`config.mk`:
```
export PLATFORM = sky130hd
export DESIGN_NAME = sart_seq
export DESIGN_NICKNAME = d
export VERILOG_FILES = /design/src/hw/rtl/sart_pkg.sv /design/src/hw/rtl/sart_seq.sv
export SDC_FILE = /design/constraint.sdc
export NUM_CORES = 1
export LEC_CHECK = 0
export BUFFER_PORTS_ARGS = -buffer_cell sky130_fd_sc_hd__buf_2
export CAP_MARGIN = 20
export CORE_MARGIN = 2
export CORE_UTILIZATION = 50
export CTS_CLUSTER_SIZE = 10
export DETAILED_ROUTE_END_ITERATION = 12
export HOLD_SLACK_MARGIN = 0.06
export PLACE_DENSITY = 0.81
export SYNTH_ARGS = -nofsm -noshare
export SYNTH_HDL_FRONTEND = slang
export SYNTH_SLANG_ARGS = --single-unit
```
`constraint.sdc`:
```
create_clock -name i_clk -period 7.3 [get_ports i_clk]
set_input_delay 0.73 -clock i_clk [delete_from_list [all_inputs] [get_ports i_clk]]
set_output_delay 0.73 -clock i_clk [all_outputs]
set_load 0.05 [all_outputs]
```
`src/hw/rtl/sart_pkg.sv`:
```
// ============================================================================
// Sorted address region table package
// Shared constants, operation codes, status codes and the result record.
// ============================================================================
package sart_pkg;

    localparam int CAPACITY_DEF   = 64;
    localparam int ADDR_WIDTH_DEF = 32;
    localparam int FIELD_W        = 32;

    localparam logic FUNC_INSERT = 1'b0;
    localparam logic FUNC_LOOKUP = 1'b1;

    typedef enum logic [1:0] {
        ST_INSERTED = 2'd0,
        ST_FULL     = 2'd1,
        ST_HIT      = 2'd2,
        ST_MISS     = 2'd3
    } t_status;

    typedef struct packed {
        t_status              status;
        logic [FIELD_W-1:0]   found_length;
        logic [FIELD_W-1:0]   found_start;
    } t_result;

endpackage

```
`src/hw/rtl/sart_seq.sv`:
```
// ============================================================================
// Region table sequencer
// Binary search, entry shift and insert/lookup control over one shared memory read port.
// ============================================================================
module sart_seq #(
    parameter int CAPACITY   = sart_pkg::CAPACITY_DEF,
    parameter int ADDR_WIDTH = sart_pkg::ADDR_WIDTH_DEF
) (
    input  logic                                  i_clk,
    input  logic                                  i_rst_n,
    input  logic                                  i_start,
    output logic                                  o_ready,
    input  logic                                  i_func,
    input  logic [ADDR_WIDTH-1:0]                 i_key,
    input  logic [ADDR_WIDTH-1:0]                 i_len,
    output logic                                  o_res_valid,
    input  logic                                  i_res_ready,
    output sart_pkg::t_result                     o_res,
    output logic                                  o_we,
    output logic [$clog2(CAPACITY)-1:0]           o_waddr,
    output logic [2*ADDR_WIDTH:0]                 o_wdata,
    output logic [$clog2(CAPACITY)-1:0]           o_raddr,
    input  logic [2*ADDR_WIDTH:0]                 i_rdata
);

    localparam int IW = $clog2(CAPACITY);
    localparam int CW = $clog2(CAPACITY + 1);
    localparam int EW = ADDR_WIDTH + 1;

    typedef enum logic [7:0] {
        S_IDLE = 8'b0000_0001,
        S_SRCH = 8'b0000_0010,
        S_CMP  = 8'b0000_0100,
        S_LCHK = 8'b0000_1000,
        S_SHRD = 8'b0001_0000,
        S_SHWR = 8'b0010_0000,
        S_INS  = 8'b0100_0000,
        S_DONE = 8'b1000_0000
    } t_state;

    t_state                r_state, n_state;
    logic                  r_func, n_func;
    logic [ADDR_WIDTH-1:0] r_key, n_key;
    logic [ADDR_WIDTH-1:0] r_len, n_len;
    logic [CW-1:0]         r_count, n_count;
    logic [CW-1:0]         r_lo, n_lo;
    logic [CW-1:0]         r_hi, n_hi;
    logic [CW-1:0]         r_k, n_k;
    sart_pkg::t_result     r_res, n_res;

    logic [CW:0]           w_sum;
    logic [CW-1:0]         w_mid;
    logic [CW-1:0]         w_km1;
    logic [EW-1:0]         w_rd_end;
    logic [ADDR_WIDTH-1:0] w_rd_start;
    logic [EW-1:0]         w_new_end;
    logic                  w_key_below_end;
    logic                  w_start_le_key;
    logic                  w_lo_lt_hi;

    assign w_sum      = {1'b0, r_lo} + {1'b0, r_hi};
    assign w_mid      = w_sum[CW:1];
    assign w_km1      = r_k - CW'(1);
    assign w_rd_end   = i_rdata[2*ADDR_WIDTH:ADDR_WIDTH];
    assign w_rd_start = i_rdata[ADDR_WIDTH-1:0];
    assign w_new_end  = {1'b0, r_key} + {1'b0, r_len};
    assign w_lo_lt_hi = r_lo < r_hi;

    // The end comparator drives every search step and, with the start comparator, the hit test.
    assign w_key_below_end = {1'b0, r_key} < w_rd_end;
    assign w_start_le_key  = w_rd_start <= r_key;

    always_comb begin
        if (r_state == S_SHRD) begin
            o_raddr = w_km1[IW-1:0];
        end else if (w_lo_lt_hi) begin
            o_raddr = w_mid[IW-1:0];
        end else begin
            o_raddr = r_lo[IW-1:0];
        end
    end

    always_comb begin
        o_we    = 1'b0;
        o_waddr = r_lo[IW-1:0];
        o_wdata = {w_new_end, r_key};
        if (r_state == S_SHWR) begin
            o_we    = 1'b1;
            o_waddr = r_k[IW-1:0];
            o_wdata = i_rdata;
        end else if (r_state == S_INS) begin
            o_we    = 1'b1;
        end
    end

    always_comb begin
        n_state = r_state;
        n_func  = r_func;
        n_key   = r_key;
        n_len   = r_len;
        n_count = r_count;
        n_lo    = r_lo;
        n_hi    = r_hi;
        n_k     = r_k;
        n_res   = r_res;
        unique case (r_state)
            S_IDLE: begin
                if (i_start) begin
                    n_func = i_func;
                    n_key  = i_key;
                    n_len  = i_len;
                    n_lo   = '0;
                    n_hi   = r_count;
                    if (i_func == sart_pkg::FUNC_INSERT && r_count == CW'(CAPACITY)) begin
                        n_res   = '{status: sart_pkg::ST_FULL, default: '0};
                        n_state = S_DONE;
                    end else begin
                        n_state = S_SRCH;
                    end
                end
            end
            S_SRCH: begin
                if (w_lo_lt_hi) begin
                    n_state = S_CMP;
                end else if (r_func == sart_pkg::FUNC_INSERT) begin
                    n_k     = r_count;
                    n_state = S_SHRD;
                end else if (r_lo < r_count) begin
                    n_state = S_LCHK;
                end else begin
                    n_res   = '{status: sart_pkg::ST_MISS, default: '0};
                    n_state = S_DONE;
                end
            end
            S_CMP: begin
                if (w_key_below_end) begin
                    n_hi = w_mid;
                end else begin
                    n_lo = w_mid + CW'(1);
                end
                n_state = S_SRCH;
            end
            S_LCHK: begin
                if (w_start_le_key && w_key_below_end) begin
                    n_res.status       = sart_pkg::ST_HIT;
                    n_res.found_start  = sart_pkg::FIELD_W'(w_rd_start);
                    n_res.found_length = sart_pkg::FIELD_W'(w_rd_end - {1'b0, w_rd_start});
                end else begin
                    n_res = '{status: sart_pkg::ST_MISS, default: '0};
                end
                n_state = S_DONE;
            end
            S_SHRD: begin
                if (r_k > r_lo) begin
                    n_state = S_SHWR;
                end else begin
                    n_state = S_INS;
                end
            end
            S_SHWR: begin
                n_k     = w_km1;
                n_state = S_SHRD;
            end
            S_INS: begin
                n_count = r_count + CW'(1);
                n_res   = '{status: sart_pkg::ST_INSERTED, default: '0};
                n_state = S_DONE;
            end
            S_DONE: begin
                if (i_res_ready) begin
                    n_state = S_IDLE;
                end
            end
            default: begin
                n_state = S_IDLE;
            end
        endcase
    end

    always_ff @(posedge i_clk) begin
        if (!i_rst_n) begin
            r_state <= S_IDLE;
            r_count <= '0;
        end else begin
            r_state <= n_state;
            r_count <= n_count;
        end
        r_func <= n_func;
        r_key  <= n_key;
        r_len  <= n_len;
        r_lo   <= n_lo;
        r_hi   <= n_hi;
        r_k    <= n_k;
        r_res  <= n_res;
    end

    assign o_ready     = (r_state == S_IDLE);
    assign o_res_valid = (r_state == S_DONE);
    assign o_res       = r_res;

endmodule

```
==> reports/metrics.yaml <==
synthTopCellsByCount: "155 x ha_1, 152 x edfxtp_1, 139 x inv_1"
rsz0062_at_grt: "false"
clockBufferDepth: 2
gp_congestion: 1.029
end_kind: "output port"
rows: 57
syn_to_final_growth_pct: 19.61
rr_worst_depth: 11
root_buffer: "clkbuf_16"
vias: 10866
worst_skew_pair.late_latency_ps: 440
clk_pin_slew_ps: 70
synth_flop_cell: "edfxtp_1"
yosys-top-cells-area: "edfxtp_1 37%, ha_1 16%, o21ai_0 4.6%"
multi_input_area_mm2: 0.006725
track_usage_pct: 27.50
min_path_cells: 1
finalWirelength_mm: 36.50
netlist.top_cell.by_area: "edfxtp_1"
status: "finished, final reports clean"
numPortBuffers: 279
die-area_mm2: 0.02570
clock.fmax_mhz: 212.0
firstDrtPassIters: 7
wire_per_inst_um: 18.90
cp-start-kind: "flop"
fill_cells: 2053
hold_class: "primary input to flop"
dp_hpwl_mm: 28.99
synth_top_area_share_pct: 37.37
post_cts_buffers: 0
peakVddDrop_mv: 0.4220
slew_headroom_pct: 35.43
crit_path_max_fanout: 4
ys_ff_latch: 167
synth_seq_area_share_pct: 39.82
fin_crit_sh_pct: 64.61
synth_area_mm2: 0.01222
powerDensity_mw_per_mm2: 370.7
yosysMostFrequentCell: "ha_1"
finalMaxSlewViolations: 0
grt_pass1_vias: 10285
clock_sinks: 167
synthCells: 1308
synth_cell_types: 66
finClkSkew_ps: 15.46
cts_resized: 0
drive_above_1_share_pct: 21.55
fin_setup_tns_ps: 0
cp.required_ps: 6570
yosys_warnings: 0
cts_tree: "yes"
die_w_um: 160.3
worstMarginPinSlew_ps: 965.6
h-tree-depth: 4
finalHoldViolations: 0
p_leak_nw: 6.767
syn_avg_cell_area_um2: 9.339
async_flop_share_pct: 0
regArea_mm2: 0.004865
grt_pass1_wl_mm: 54.70
synth_edf_count: 152
antenna_found_initial: 11
period_needed_ps: 4717
die_y_um: 160.3
holdBufCountCts: 0
setup_viol: 0
drcViolationCount: 0
grt_overflow_total: 0
final_core_util_pct: 60.44
final_nets: 1875
worstPathArrival_ps: 3990
synth_nets: 1600
num_io_pins: 280
postRouteAntennaNets: 0
maxCapViolations: 0
crit_type: "flop to output port"
drtIter0Drc: 1005
numCtsBuffers: 17
via_per_inst: 5.627
initial_core_util_pct: 50.53
fp.coreArea_mm2: 0.02418
grt_max_degree: 73
## logic make-up after synthesis
logic type | Yosys count | share of synthesized area (%)
adder cells (fa/ha/maj) | 158 | 16.37
AO/OA/AOI/OAI | 345 | 18.06
AND/OR/NAND/NOR | 390 | 14.80
flip-flops | 167 | 39.82
buffers and inverters | 171 | 5.285
multiplexers | 11 | 0.9321
XOR/XNOR | 66 | 4.732
## layout by cell type (no fill, tap or decap), types with 12 or more instances in the layout
master / Yosys / final
a21o_1: 57 / 56
a21oi_1: 82 / 82
and2_1: 14 / 14
buf_2: 3 / 281
clkbuf_16: 0 / 17
dfxtp_1: 15 / 15
edfxtp_1: 152 / 152
ha_1: 155 / 155
inv_1: 139 / 138
nand2_1: 115 / 115
nand2b_1: 16 / 16
nand3_1: 20 / 20
nand4_1: 23 / 23
nor2_1: 128 / 128
nor2b_1: 14 / 14
nor3_1: 25 / 25
o21ai_0: 113 / 113
o21bai_1: 12 / 12
xnor2_1: 41 / 41
xor2_1: 25 / 25
## power by group
group	switching, mW	total [mW]	internal, mW	leakage, nW
registers	0.117	1.36	1.24	1.55
logic	2.24	3.14	0.905	4.93
clock network	0.421	0.912	0.491	0.289
## final timing paths
check	from	end	slack (ps)
max reg2reg	r_lo[1]$_SDFFCE_PP0P_	o_res[43]$_DFFE_PP_	3780
max	r_key[0]$_DFFE_PP_	o_wdata[64]	2580
min reg2reg	r_k[0]$_DFFE_PP_	r_k[0]$_DFFE_PP_	600
min	i_len[6]	r_len[6]$_DFFE_PP_	460
## through the flow
step	cell area, µm²	setup WS [ps]	power [mW]	cells	hold slack, ps
6_report	14610	2583	5.417	1931	457.2
3_3_place_gp	13950	3128	4.411	1884	571.8
3_5_place_dp	13960	3116	4.473	1886	574.5
5_1_grt	14610	2384	5.686	1931	454.6
2_1_floorplan	12220	81.91	3.713	1308	515.1
4_1_cts	14540	2626	5.392	1918	452.5
## per-layer routing
| layer | wire length [µm] | part of all wire [%] | GRT usage (%) |
|---|---|---|---|
| met2 | 16610 | 46 | 42.70 |
| met4 | 1407 | 3.9 | 13.51 |
| met5 | 0 | 0 | 0 |
| met3 | 2727 | 7.5 | 4.261 |
| met1 | 15750 | 43 | 37.78 |
## registers in the layout, summed over array words and instances, names as in the netlist
signal and flops:
o_res 66, r_hi 7, r_key 32, r_func 1
r_k 7, r_lo 7, r_state 8, r_len 32
r_count 7
## layout make-up
cell class,count,area share (%)
clock inverter,13,0.9591
timing repair buffer,288,10.16
sequential,167,33.29
tap,324,2.774
multi-input combinational,970,46.03
inverter,139,3.571
clock buffer,19,3.031
antenna,11,0.1884
## worst max-delay path: stages, from the launching register on
cell and delay [ps]:
edfxtp_1 440, ha_1 280, fa_1 420, a21o_1 170
a21oi_1 250, o21ai_1 160, a41oi_1 310, o21ai_1 140
a31o_2 290, nand4_1 140, a311oi_1 140, a2111oi_0 470
nor3_1 110, buf_2 230
Note: power is estimated with default switching activity, not from simulation.
